### src/hw/rtl/acal_pkg.sv
// ---------------------------------------------------------------------------
// acal_pkg
// Shared types, constants and the arctangent table for the accelerometer
// calibration and tilt pipeline.
// ---------------------------------------------------------------------------
package acal_pkg;

   localparam int ADC_BITS_DEF     = 10;
   localparam int CORDIC_STEPS_DEF = 16;

   localparam int OFF_W      = 11;
   localparam int GAIN_W     = 25;
   localparam int ACC_W      = 16;
   localparam int ANG_W      = 16;
   localparam int CSR_IDX_W  = 3;
   localparam int CSR_DATA_W = 25;

   // Register indexes on the configuration port.
   localparam logic [CSR_IDX_W-1:0] REG_X_OFF  = 3'd0;
   localparam logic [CSR_IDX_W-1:0] REG_Y_OFF  = 3'd1;
   localparam logic [CSR_IDX_W-1:0] REG_Z_OFF  = 3'd2;
   localparam logic [CSR_IDX_W-1:0] REG_X_GAIN = 3'd3;
   localparam logic [CSR_IDX_W-1:0] REG_Y_GAIN = 3'd4;
   localparam logic [CSR_IDX_W-1:0] REG_Z_GAIN = 3'd5;

   localparam logic [OFF_W-1:0]         X_OFF_RST  = 11'd1036;
   localparam logic [OFF_W-1:0]         Y_OFF_RST  = 11'd1031;
   localparam logic [OFF_W-1:0]         Z_OFF_RST  = 11'd1014;
   localparam logic signed [GAIN_W-1:0] X_GAIN_RST = -25'sd1315860;
   localparam logic signed [GAIN_W-1:0] Y_GAIN_RST = -25'sd1284380;
   localparam logic signed [GAIN_W-1:0] Z_GAIN_RST = -25'sd1383689;

   // CORDIC datapath widths: operands are scaled by 256 and grow by about 2.3.
   localparam int CW = 28;
   localparam int ZW = 20;
   localparam logic signed [ZW-1:0]    HALF_PI_Q16 = 20'sd102944;
   localparam logic signed [ANG_W-1:0] PI_Q13      = 16'sd25736;

   localparam int QDEPTH = 4;
   localparam int QCW    = $clog2(QDEPTH + 1);

   typedef struct packed {
      logic signed [ACC_W-1:0] x;
      logic signed [ACC_W-1:0] y;
      logic signed [ACC_W-1:0] z;
   } accel_type;

   function automatic logic signed [ZW-1:0] atan_q16(input int i);
      logic signed [ZW-1:0] v;
      case (i)
         0:  v = 20'sd51472;
         1:  v = 20'sd30386;
         2:  v = 20'sd16055;
         3:  v = 20'sd8150;
         4:  v = 20'sd4091;
         5:  v = 20'sd2047;
         6:  v = 20'sd1024;
         7:  v = 20'sd512;
         8:  v = 20'sd256;
         9:  v = 20'sd128;
         10: v = 20'sd64;
         11: v = 20'sd32;
         12: v = 20'sd16;
         13: v = 20'sd8;
         14: v = 20'sd4;
         15: v = 20'sd2;
         16: v = 20'sd1;
         default: v = '0;
      endcase
      return v;
   endfunction

endpackage

### src/hw/rtl/acal_queue.sv
// ---------------------------------------------------------------------------
// acal_queue
// Small FIFO of calibrated samples between the front and back sections.
// ---------------------------------------------------------------------------
module acal_queue import acal_pkg::*; (
   input  logic            clock,
   input  logic            reset,
   input  logic            push,
   input  accel_type       push_data,
   input  logic            pop,
   output accel_type       pop_data,
   output logic [QCW-1:0]  count
);

   localparam int PTR_W = $clog2(QDEPTH);

   accel_type          mem [QDEPTH];
   logic [PTR_W-1:0]   wr_ptr_ff, rd_ptr_ff;
   logic [QCW-1:0]     count_ff;

   always_ff @(posedge clock) begin
      if (push) begin
         mem[wr_ptr_ff] <= push_data;
      end
   end

   always_ff @(posedge clock) begin
      if (reset) begin
         wr_ptr_ff <= '0;
         rd_ptr_ff <= '0;
         count_ff  <= '0;
      end else begin
         if (push) wr_ptr_ff <= wr_ptr_ff + 1'b1;
         if (pop)  rd_ptr_ff <= rd_ptr_ff + 1'b1;
         count_ff <= count_ff + QCW'(push) - QCW'(pop);
      end
   end

   assign pop_data = mem[rd_ptr_ff];
   assign count    = count_ff;

endmodule

### config.mk
export PLATFORM = sky130hd
export DESIGN_NAME = acal_queue
export DESIGN_NICKNAME = d
export VERILOG_FILES = /design/src/hw/rtl/acal_pkg.sv /design/src/hw/rtl/acal_queue.sv
export SDC_FILE = /design/constraint.sdc
export NUM_CORES = 1
export LEC_CHECK = 0
export BUFFER_PORTS_ARGS = -buffer_cell sky130_fd_sc_hd__buf_4
export CAP_MARGIN = 40
export CORE_AREA = 3 3 161 116
export DETAILED_ROUTE_END_ITERATION = 8
export DIE_AREA = 0 0 164 119
export PLACE_DENSITY = 0.69
export SETUP_SLACK_MARGIN = 0.4
export SLEW_MARGIN = 20
export SYNTH_ARGS = -nofsm -noshare
export SYNTH_HDL_FRONTEND = slang
export SYNTH_SLANG_ARGS = --single-unit
export TNS_END_PERCENT = 10
### constraint.sdc
create_clock -name clock -period 2.95 [get_ports clock]
set_input_delay 0.59 -clock clock [delete_from_list [all_inputs] [get_ports clock]]
set_output_delay 0.59 -clock clock [all_outputs]
set_load 0.02 [all_outputs]
==> metrics.md <==
| Metric | Value |
|---|---|
| Outcome | `finished, final reports clean` |
| Final Hold Fails | `0` |
| PortBufs | `between 100 and 150` |
| CTS Buf Count | `20` |
| Nature of the critical path endpoint | `output port` |
| Critical Path RT | `2.36 ns` |
| Setup violations, final | `0` |
| H-tree depth | `1` |
| Cells after synthesis | `290` |
| Die area | `19500 sq um` |
| Largest net degree at the start of global routing | `34` |
| Crit share post-route | `84.0%` |
| Clock Path Buffers | `3` |
| Std-Cell Rows | `40` |
| DP HPWL | `around 7.8 mm` |
| Synth Area in Adders | `1.29%` |
| Pint | `5.31 mW` |
| Fmax | `0.403 GHz` |
| R2R depth | `4` |
| WHS Path Cells | `1` |
| CP Data Arrival Time | `1.89 ns` |
| Number of max-cap violations | `0` |
| Fraction of layout cells with a size suffix above 1 | `between 40% and 50%` |
| Total power | `6.75 mW` |
| Antenna Nets Post-Route | `0` |
| First-pass GRT wire length | `about 21 mm` |
| Root buf cell | `clkbuf_16` |
| RSZ-0062 raised after global routing | `true` |
| Largest family of logic cells by synthesized area | `multiplexers` |
| DR DRC count | `0` |
| Critical path class | `reg -> out` |
| PwrDens | `737 nW/um^2` |
| GRT Resource Usage Total | `14.0%` |
| Tightest Hold Check Type | `in -> reg` |
| NetSw | `1.45 mW` |
| Post-Route Skew | `0.0124 ns` |
| Avg Synthesized Cell Area | `25.3 sq um` |
| Clk network pwr share | `39.0%` |
| CTS tree | `built` |
| Synth Register Bits | `201` |
| Hold EP | `mem[0][11]` |
| CORE AREA | `17200 sq um` |
| Seq/Total Area, Yosys | `between 80% and 90%` |
| Fin. max-slew vios | `0` |
| Clock sinks | `between 200 and 250` |
| Inserted Diodes | `0` |
| Routed WL | `between 10 and 15 mm` |
| Part of the power in combinational logic | `11.7%` |
| Sequential Power Share | `49.2%` |
| Most frequent cells in the layout | `edfxtp_1 (192), buf_4 (102), mux4_2 (48)` |
| R2R Path Start | `wr_ptr_ff[0]` |
| Worst vdd ir | `~0.47 mV` |
| Clock latency at the later pin of the worst-skew pair | `around 0.48 ns` |
| CP Launch Type | `register` |
| Leakage | `3.12 nW` |
| Area occupied by registers | `5950 sq um` |
| Xor/xnor share of the synthesized area | `less than 1%` |
| Syn Nets | `roughly 350` |
| Vias in the first global route | `between 3000 and 4000` |
| TNS Setup | `0 ns` |
| Die X | `roughly 160 um` |
| Avg WL per Cell | `20.1 um` |
| Ports | `103` |
| Nets | `470` |
| Minimum clock period | `2.48 ns` |
| Worst Hold Launch | `push_data[11]` |
| Filler Cell Count | `1341` |
| Worst R2R End | `mem[0][25]` |
| Initial antenna violation count | `0` |
| Syn Std Cell Area | `7350 sq um` |
| Sw frac | `21.5%` |
| Post-synthesis compound-gate area fraction | `less than 1%` |
| Area of the multi-input gates | `1310 sq um` |
| Slew HR | `66.9%` |
| Clock transition at path regs | `around 0.060 ns` |
| CP Max Fanout | `23` |
| Initial DRC count | `around 220` |
| Via density | `slightly above 5` |
| Worst-Margin Slew | `slightly below 0.5 ns` |
| Starting density of the core | `roughly 43%` |
| YS warnings | `0` |
| Die H | `119 um` |
| Pre-antenna DRT Iters | `4` |
| R2r setup slk | `1.29 ns` |
| Via Count | `approximately 3300` |
| Most common cell after layout, fill and taps aside | `edfxtp_1` |
| Gp weighted congestion | `0.670` |
| Synth Area in Simple Gates | `0.869%` |
| Post-synth cell types | `19` |
| Mux contribution to synthesized area | `14.9%` |
| Layout area overhead | `24.8%` |
| Overflow after GRT | `0` |
## power by group through the flow
stage / Sequential (mW) / Combinational [mW] / Clock, mW
after floorplan: 3.39 / 0.453 / 0
after global placement: 3.38 / 0.789 / 0
after detailed placement: 3.38 / 0.804 / 0
after CTS: 3.32 / 0.809 / 2.71
after global routing: 3.33 / 0.856 / 2.82
final: 3.32 / 0.793 / 2.64
## how the worst max path moves through the flow
stage	end	start	slack, ns
CTS	pop_data[4]	register	0.39
detailed placement	pop_data[24]	register	0.77
floorplan	mem[0][0]	push	0.80
finish	pop_data[4]	register	0.47
global route	pop_data[4]	register	0.39
global placement	pop_data[24]	register	0.77
## per-layer routing
metal	up-vias	global-route usage (%)	share of wire [%]
met2	106	23.0	49
met5	-	0	0
li1	1470	-	-
met3	22	4.66	7.8
met4	0	3.49	1.6
met1	1699	18.0	42
## kinds of logic after synthesis
family                   Yosys count
multiplexers                      49
XOR/XNOR                           3
buffers and inverters             16
flip-flops                       201
adder cells (fa/ha/maj)            7
AND/OR/NAND/NOR                   12
AO/OA/AOI/OAI                      2
## synthesized netlist by cell type
cell type,instances,area (sq um)
mux2i_1,1,10.0
and2_1,4,25.0
fa_1,1,20.0
xnor2_1,2,17.5
a21oi_1,1,5.00
clkbuf_1,2,7.51
buf_2,3,15.0
edfxtp_1,192,5770
xor3_1,1,23.8
nand3b_1,1,7.51
ha_1,6,75.1
nor2_1,5,18.8
buf_6,3,33.8
inv_1,6,22.5
a21bo_2,1,10.0
mux4_2,48,1080
nor2b_1,2,12.5
buf_4,2,15.0
dfxtp_1,9,180
## final cells by class
| type | count | share of cell area (%) |
|---|---|---|
| sequential | 201 | 65.0 |
| multi-input combinational | 73 | 14.3 |
| timing repair buffer | 109 | 9.83 |
| clock buffer | 24 | 5.86 |
| tap | 231 | 3.15 |
| clock inverter | 11 | 1.65 |
| inverter | 6 | 0.246 |
## worst max-delay path, stage by stage (launching register included)
cell and delay [ns]:
dfxtp_4 0.37, buf_8 0.27, mux4_2 0.59, buf_4 0.18
## state kept, by name, indices dropped and copies added, names as in the netlist, named ones only
signal and count:
count 3, mem 192, rd_ptr_ff 2, wr_ptr_ff 2
## through the flow
stage	hold WS (ns)	instances	utilization [%]	instance area, sq um	setup WS [ns]
after CTS	0.286	655	53.3	9160	0.385
after floorplan	0.492	290	-	7350	0.800
after global routing	0.291	655	53.4	9170	0.387
after detailed placement	0.526	620	49.2	8450	0.773
after global placement	0.503	620	49.2	8450	0.769
final	0.309	655	53.4	9170	0.472
## repair_timing
item / CTS / global route
resized for setup: 4 / 3
setup endpoints to repair: 48 / 22
pin swaps: 0 / 0
cloned: 0 / 0
hold buffers: 0 / 0
setup buffers: 0 / 0
Note: power is estimated with default switching activity, not from simulation.
