===== src/hw/rtl/acal_pkg.sv =====
// ---------------------------------------------------------------------------
// acal_pkg
// Shared types, constants and the arctangent table for the accelerometer
// calibration and tilt pipeline.
// ---------------------------------------------------------------------------
package acal_pkg;

   localparam int ADC_BITS_DEF     = 10;
   localparam int CORDIC_STEPS_DEF = 16;

   localparam int OFF_W      = 11;
   localparam int GAIN_W     = 25;
   localparam int ACC_W      = 16;
   localparam int ANG_W      = 16;
   localparam int CSR_IDX_W  = 3;
   localparam int CSR_DATA_W = 25;

   // Register indexes on the configuration port.
   localparam logic [CSR_IDX_W-1:0] REG_X_OFF  = 3'd0;
   localparam logic [CSR_IDX_W-1:0] REG_Y_OFF  = 3'd1;
   localparam logic [CSR_IDX_W-1:0] REG_Z_OFF  = 3'd2;
   localparam logic [CSR_IDX_W-1:0] REG_X_GAIN = 3'd3;
   localparam logic [CSR_IDX_W-1:0] REG_Y_GAIN = 3'd4;
   localparam logic [CSR_IDX_W-1:0] REG_Z_GAIN = 3'd5;

   localparam logic [OFF_W-1:0]         X_OFF_RST  = 11'd1036;
   localparam logic [OFF_W-1:0]         Y_OFF_RST  = 11'd1031;
   localparam logic [OFF_W-1:0]         Z_OFF_RST  = 11'd1014;
   localparam logic signed [GAIN_W-1:0] X_GAIN_RST = -25'sd1315860;
   localparam logic signed [GAIN_W-1:0] Y_GAIN_RST = -25'sd1284380;
   localparam logic signed [GAIN_W-1:0] Z_GAIN_RST = -25'sd1383689;

   // CORDIC datapath widths: operands are scaled by 256 and grow by about 2.3.
   localparam int CW = 28;
   localparam int ZW = 20;
   localparam logic signed [ZW-1:0]    HALF_PI_Q16 = 20'sd102944;
   localparam logic signed [ANG_W-1:0] PI_Q13      = 16'sd25736;

   localparam int QDEPTH = 4;
   localparam int QCW    = $clog2(QDEPTH + 1);

   typedef struct packed {
      logic signed [ACC_W-1:0] x;
      logic signed [ACC_W-1:0] y;
      logic signed [ACC_W-1:0] z;
   } accel_type;

   function automatic logic signed [ZW-1:0] atan_q16(input int i);
      logic signed [ZW-1:0] v;
      case (i)
         0:  v = 20'sd51472;
         1:  v = 20'sd30386;
         2:  v = 20'sd16055;
         3:  v = 20'sd8150;
         4:  v = 20'sd4091;
         5:  v = 20'sd2047;
         6:  v = 20'sd1024;
         7:  v = 20'sd512;
         8:  v = 20'sd256;
         9:  v = 20'sd128;
         10: v = 20'sd64;
         11: v = 20'sd32;
         12: v = 20'sd16;
         13: v = 20'sd8;
         14: v = 20'sd4;
         15: v = 20'sd2;
         16: v = 20'sd1;
         default: v = '0;
      endcase
      return v;
   endfunction

endpackage


===== src/hw/rtl/acal_front.sv =====
// ---------------------------------------------------------------------------
// acal_front
// Calibration registers and per-axis offset, gain and saturation. Accepts a
// sample only when the queue has room for it and anything still in flight.
// ---------------------------------------------------------------------------
module acal_front import acal_pkg::*; #(
   parameter int ADC_BITS = ADC_BITS_DEF
) (
   input  logic                  clock,
   input  logic                  reset,
   input  logic                  csr_we,
   input  logic [CSR_IDX_W-1:0]  csr_index,
   input  logic [CSR_DATA_W-1:0] csr_data,
   input  logic                  in_valid,
   output logic                  in_ready,
   input  logic [ADC_BITS-1:0]   x_raw,
   input  logic [ADC_BITS-1:0]   y_raw,
   input  logic [ADC_BITS-1:0]   z_raw,
   input  logic [QCW-1:0]        q_count,
   output logic                  push,
   output accel_type             push_data
);

   localparam int DW = (ADC_BITS + 2 > OFF_W + 1) ? ADC_BITS + 2 : OFF_W + 1;
   localparam int PW = DW + GAIN_W;
   localparam int SW = PW - 16;
   localparam logic signed [SW-1:0] MAXV = SW'(32767);
   localparam logic signed [SW-1:0] MINV = SW'(-32768);

   logic [OFF_W-1:0]         x_off_ff, y_off_ff, z_off_ff;
   logic signed [GAIN_W-1:0] x_gain_ff, y_gain_ff, z_gain_ff;
   logic signed [PW-1:0]     px_ff, py_ff, pz_ff;
   logic signed [PW-1:0]     px_in, py_in, pz_in;
   logic                     p_valid_ff;
   logic [QCW:0]             used;
   logic                     accept;

   always_ff @(posedge clock) begin
      if (reset) begin
         x_off_ff  <= X_OFF_RST;
         y_off_ff  <= Y_OFF_RST;
         z_off_ff  <= Z_OFF_RST;
         x_gain_ff <= X_GAIN_RST;
         y_gain_ff <= Y_GAIN_RST;
         z_gain_ff <= Z_GAIN_RST;
      end else if (csr_we) begin
         unique case (csr_index)
            REG_X_OFF:  x_off_ff  <= csr_data[OFF_W-1:0];
            REG_Y_OFF:  y_off_ff  <= csr_data[OFF_W-1:0];
            REG_Z_OFF:  z_off_ff  <= csr_data[OFF_W-1:0];
            REG_X_GAIN: x_gain_ff <= $signed(csr_data[GAIN_W-1:0]);
            REG_Y_GAIN: y_gain_ff <= $signed(csr_data[GAIN_W-1:0]);
            REG_Z_GAIN: z_gain_ff <= $signed(csr_data[GAIN_W-1:0]);
            default: ;
         endcase
      end
   end

   function automatic logic signed [PW-1:0] cal_mul(input logic [ADC_BITS-1:0] raw,
                                                  input logic [OFF_W-1:0] off,
                                                  input logic signed [GAIN_W-1:0] gain);
      logic [DW-1:0] d;
      d = {{(DW-ADC_BITS-1){1'b0}}, raw, 1'b0} - {{(DW-OFF_W){1'b0}}, off};
      return PW'($signed(d)) * PW'(gain);
   endfunction

   function automatic logic signed [ACC_W-1:0] sat16(input logic signed [PW-1:0] p);
      logic signed [SW-1:0] s;
      s = p[PW-1:16];
      if (s > MAXV) return 16'sh7FFF;
      if (s < MINV) return 16'sh8000;
      return s[ACC_W-1:0];
   endfunction

   // Room is reserved for the product stage, so a push never meets a full queue.
   assign used     = {1'b0, q_count} + {{QCW{1'b0}}, p_valid_ff};
   assign in_ready = used < (QCW+1)'(QDEPTH);
   assign accept   = in_valid && in_ready;

   assign px_in = cal_mul(x_raw, x_off_ff, x_gain_ff);
   assign py_in = cal_mul(y_raw, y_off_ff, y_gain_ff);
   assign pz_in = cal_mul(z_raw, z_off_ff, z_gain_ff);

   always_ff @(posedge clock) begin
      if (reset) begin
         p_valid_ff <= 1'b0;
      end else begin
         p_valid_ff <= accept;
      end
   end

   always_ff @(posedge clock) begin
      if (accept) begin
         px_ff <= px_in;
         py_ff <= py_in;
         pz_ff <= pz_in;
      end
   end

   assign push        = p_valid_ff;
   assign push_data.x = sat16(px_ff);
   assign push_data.y = sat16(py_ff);
   assign push_data.z = sat16(pz_ff);

endmodule


===== config.mk =====
export PLATFORM = sky130hd
export DESIGN_NAME = acal_front
export DESIGN_NICKNAME = d
export VERILOG_FILES = /design/src/hw/rtl/acal_pkg.sv /design/src/hw/rtl/acal_front.sv
export SDC_FILE = /design/constraint.sdc
export NUM_CORES = 2
export LEC_CHECK = 0
export ABC_AREA = 1
export BUFFER_PORTS_ARGS = -buffer_cell sky130_fd_sc_hd__buf_2
export CAP_MARGIN = 20
export CORE_ASPECT_RATIO = 0.7
export CORE_MARGIN = 10
export CORE_UTILIZATION = 60
export CTS_BUF_LIST = sky130_fd_sc_hd__clkbuf_8
export DETAILED_ROUTE_END_ITERATION = 16
export PLACE_DENSITY = 0.82
export SYNTH_ARGS = -nofsm -noshare
export SYNTH_HDL_FRONTEND = slang
export SYNTH_SLANG_ARGS = --single-unit

===== constraint.sdc =====
create_clock -name clock -period 6.55 [get_ports clock]
set_input_delay 1.31 -clock clock [delete_from_list [all_inputs] [get_ports clock]]
set_output_delay 1.31 -clock clock [all_outputs]
set_load 0.01 [all_outputs]

==> run metrics <==
outcome completed; crit path kind in2reg; DR DRC count 0; Skew-Pair Late Insertion Delay 640 ps; max cap viols 0; gr usage total 0.3264; Mapped Nets 6358; Placer Congestion 0.9896; clock skew 17.12 ps; Post-DP HPWL 105800 um; Routed WL 128500 um; share of layout cells above drive strength 1 0.1734; vias per cell 5.513; Area Overhead vs Synth 17.77%; Hold-fix buffers, CTS 0; CTS tree yes; HP Class reg2reg; ys async rst share 0; H-tree levels 4; Rows 79; CTS Root Cell clkbuf_8; commonest non-fill, non-tap cell in the layout inv_1; antenna violations before repair 3; Pre-antenna DRT Iters 6; ANT nets after route 0; vias in the first global route 35.97k; Via Count 36.50k; most frequent cells in the layout inv_1, nand2_1, fa_1; Critical Path RT 6920 ps; Yosys cell types 46; Worst-path clk slew 110 ps; DR iter-0 viols 3787; Pins Over Slew Limit 0; Avg Cell Area, Syn 7.656 um2; total negative setup slack 0 ps; # IOs 115; CP bufs+invs 7; grt ovf 0; total die area 77780 um2; crit-path most repeated cell nand2_1; Finish-stage setup viols 0; # nets final 6832; Initial Util 0.6049; Synth Cell Area 40120 um2; Critical Path AT 6860 ps; flops & latches, synth 172; Placed Area 45130 um2; final core area utilization 0.7124; Crit Path Max Fanout 8; Core Region 66320 um2; Num CTS Buffers 17; CP max-delay cell fa_1; minimum clock period 6484 ps; relative slew slack 0.2905; Tcrit/Tclk final 0.9900; clk sinks 172; Crit path largest cell delay 610 ps; wire length per cell 19.41 um; CP top delay family adder cells; Final Hold Viols 0; number of synthesized flops with an enable pin 63; Die Height 236.4 um; Post-synth top flop dfxtp_1; CP endpoint kind flop; Cells after Synth 5240; YS warnings 0; Clock Path Buffers 2; worst-margin pin slew 1064 ps; global-route wire length before repair 197800 um; sequential fraction of the synthesis area 0.1015; RSZ-0062 raised after global routing true; die width 329.1 um; FMAX 154.2 MHz; Design Area, Final 47250 um2; port bufs 114; largest net degree at the start of global routing 64; Setup crit start kind primary input
routing by layer:
layer / vias up / routed length (um) / GRT usage
met3: 279 / 19050 / 0.1270
li1: 16396 / - / -
met4: 8 / 3616 / 0.08984
met5: - / 48 / 0
met2: 2170 / 53280 / 0.4576
met1: 17646 / 52500 / 0.4638
repair_timing:
action                                  in CTS  in global routing
resized for setup                           23                348
buffers inserted                             0                 19
endpoints found under the setup margin      28                 63
gates cloned                                 0                  2
pin swaps                                    2                 68
cells in the mapped netlist (all sizes together) (13+ instances only):
| master | instances | area [um2] |
|---|---|---|
| inv | 1393 | 5229 |
| nand2 | 1145 | 4340 |
| fa | 801 | 16040 |
| nor2 | 440 | 1674 |
| nand3 | 282 | 1431 |
| ha | 252 | 3153 |
| o21ai | 191 | 959.7 |
| a21oi | 174 | 874.6 |
| dfxtp | 109 | 2182 |
| clkbuf | 97 | 364.1 |
| buf | 81 | 445.4 |
| edfxtp | 63 | 1892 |
| o211ai | 46 | 345.3 |
| nand4 | 29 | 193.9 |
| xor2 | 25 | 219.0 |
| nor3 | 20 | 105.1 |
| or2 | 18 | 112.6 |
| a31oi | 14 | 87.58 |
| o21bai | 13 | 97.59 |
logic make-up after synthesis:
kind of cell / share of synthesized area
AND/OR/NAND/NOR: 0.1998
XOR/XNOR: 0.007859
AO/OA/AOI/OAI: 0.06181
adder cells (fa/ha/maj): 0.4783
buffers and inverters: 0.1507
flip-flops: 0.1015
sequential cells by signal, indices dropped and copies added (netlist names):
signal and count:
z_off_ff 11, z_gain_ff 25, px_ff 21, pz_ff 21, y_off_ff 11, y_gain_ff 25
push 1, x_off_ff 11, py_ff 21, x_gain_ff 25
through the flow:
step	hold slack (ps)	std cells	setup slack, ps
6_report	465.6	6621	65.53
5_1_grt	504.6	6618	-104.1
4_1_cts	467.6	6595	7.390
3_5_place_dp	451.2	6563	-995.5
3_3_place_gp	442.3	6563	-904.1
2_1_floorplan	433.1	5240	15.29
worst paths after layout:
path	startpoint	end	slack, ps	cells after the start
worst max-delay path	y_raw[2]	py_ff[29]	70	29
worst min-delay path	y_off_ff[9]	y_off_ff[9]	470	2
worst max register to register	z_off_ff[2]	pz_ff[28]	450	28
worst min register to register	y_off_ff[9]	y_off_ff[9]	470	2
cell type report:
class	count	area (um2)
repair buffers	633	5017
inverters	1395	5275
diodes	3	7.507
well taps	891	1115
fillers	5136	19080
flip-flops and latches	172	4074
clock buffers	17	234.0
clock inverters	15	168.9
multi-input cells	3495	31360
tightest hold or removal path: stages (launching register included):
cell	delay, ps
dfxtp_1	310
inv_1	60
a21oi_1	50
Power is not shown: default switching activity piles up to over one toggle a cycle in this logic, so the estimate is an artifact.
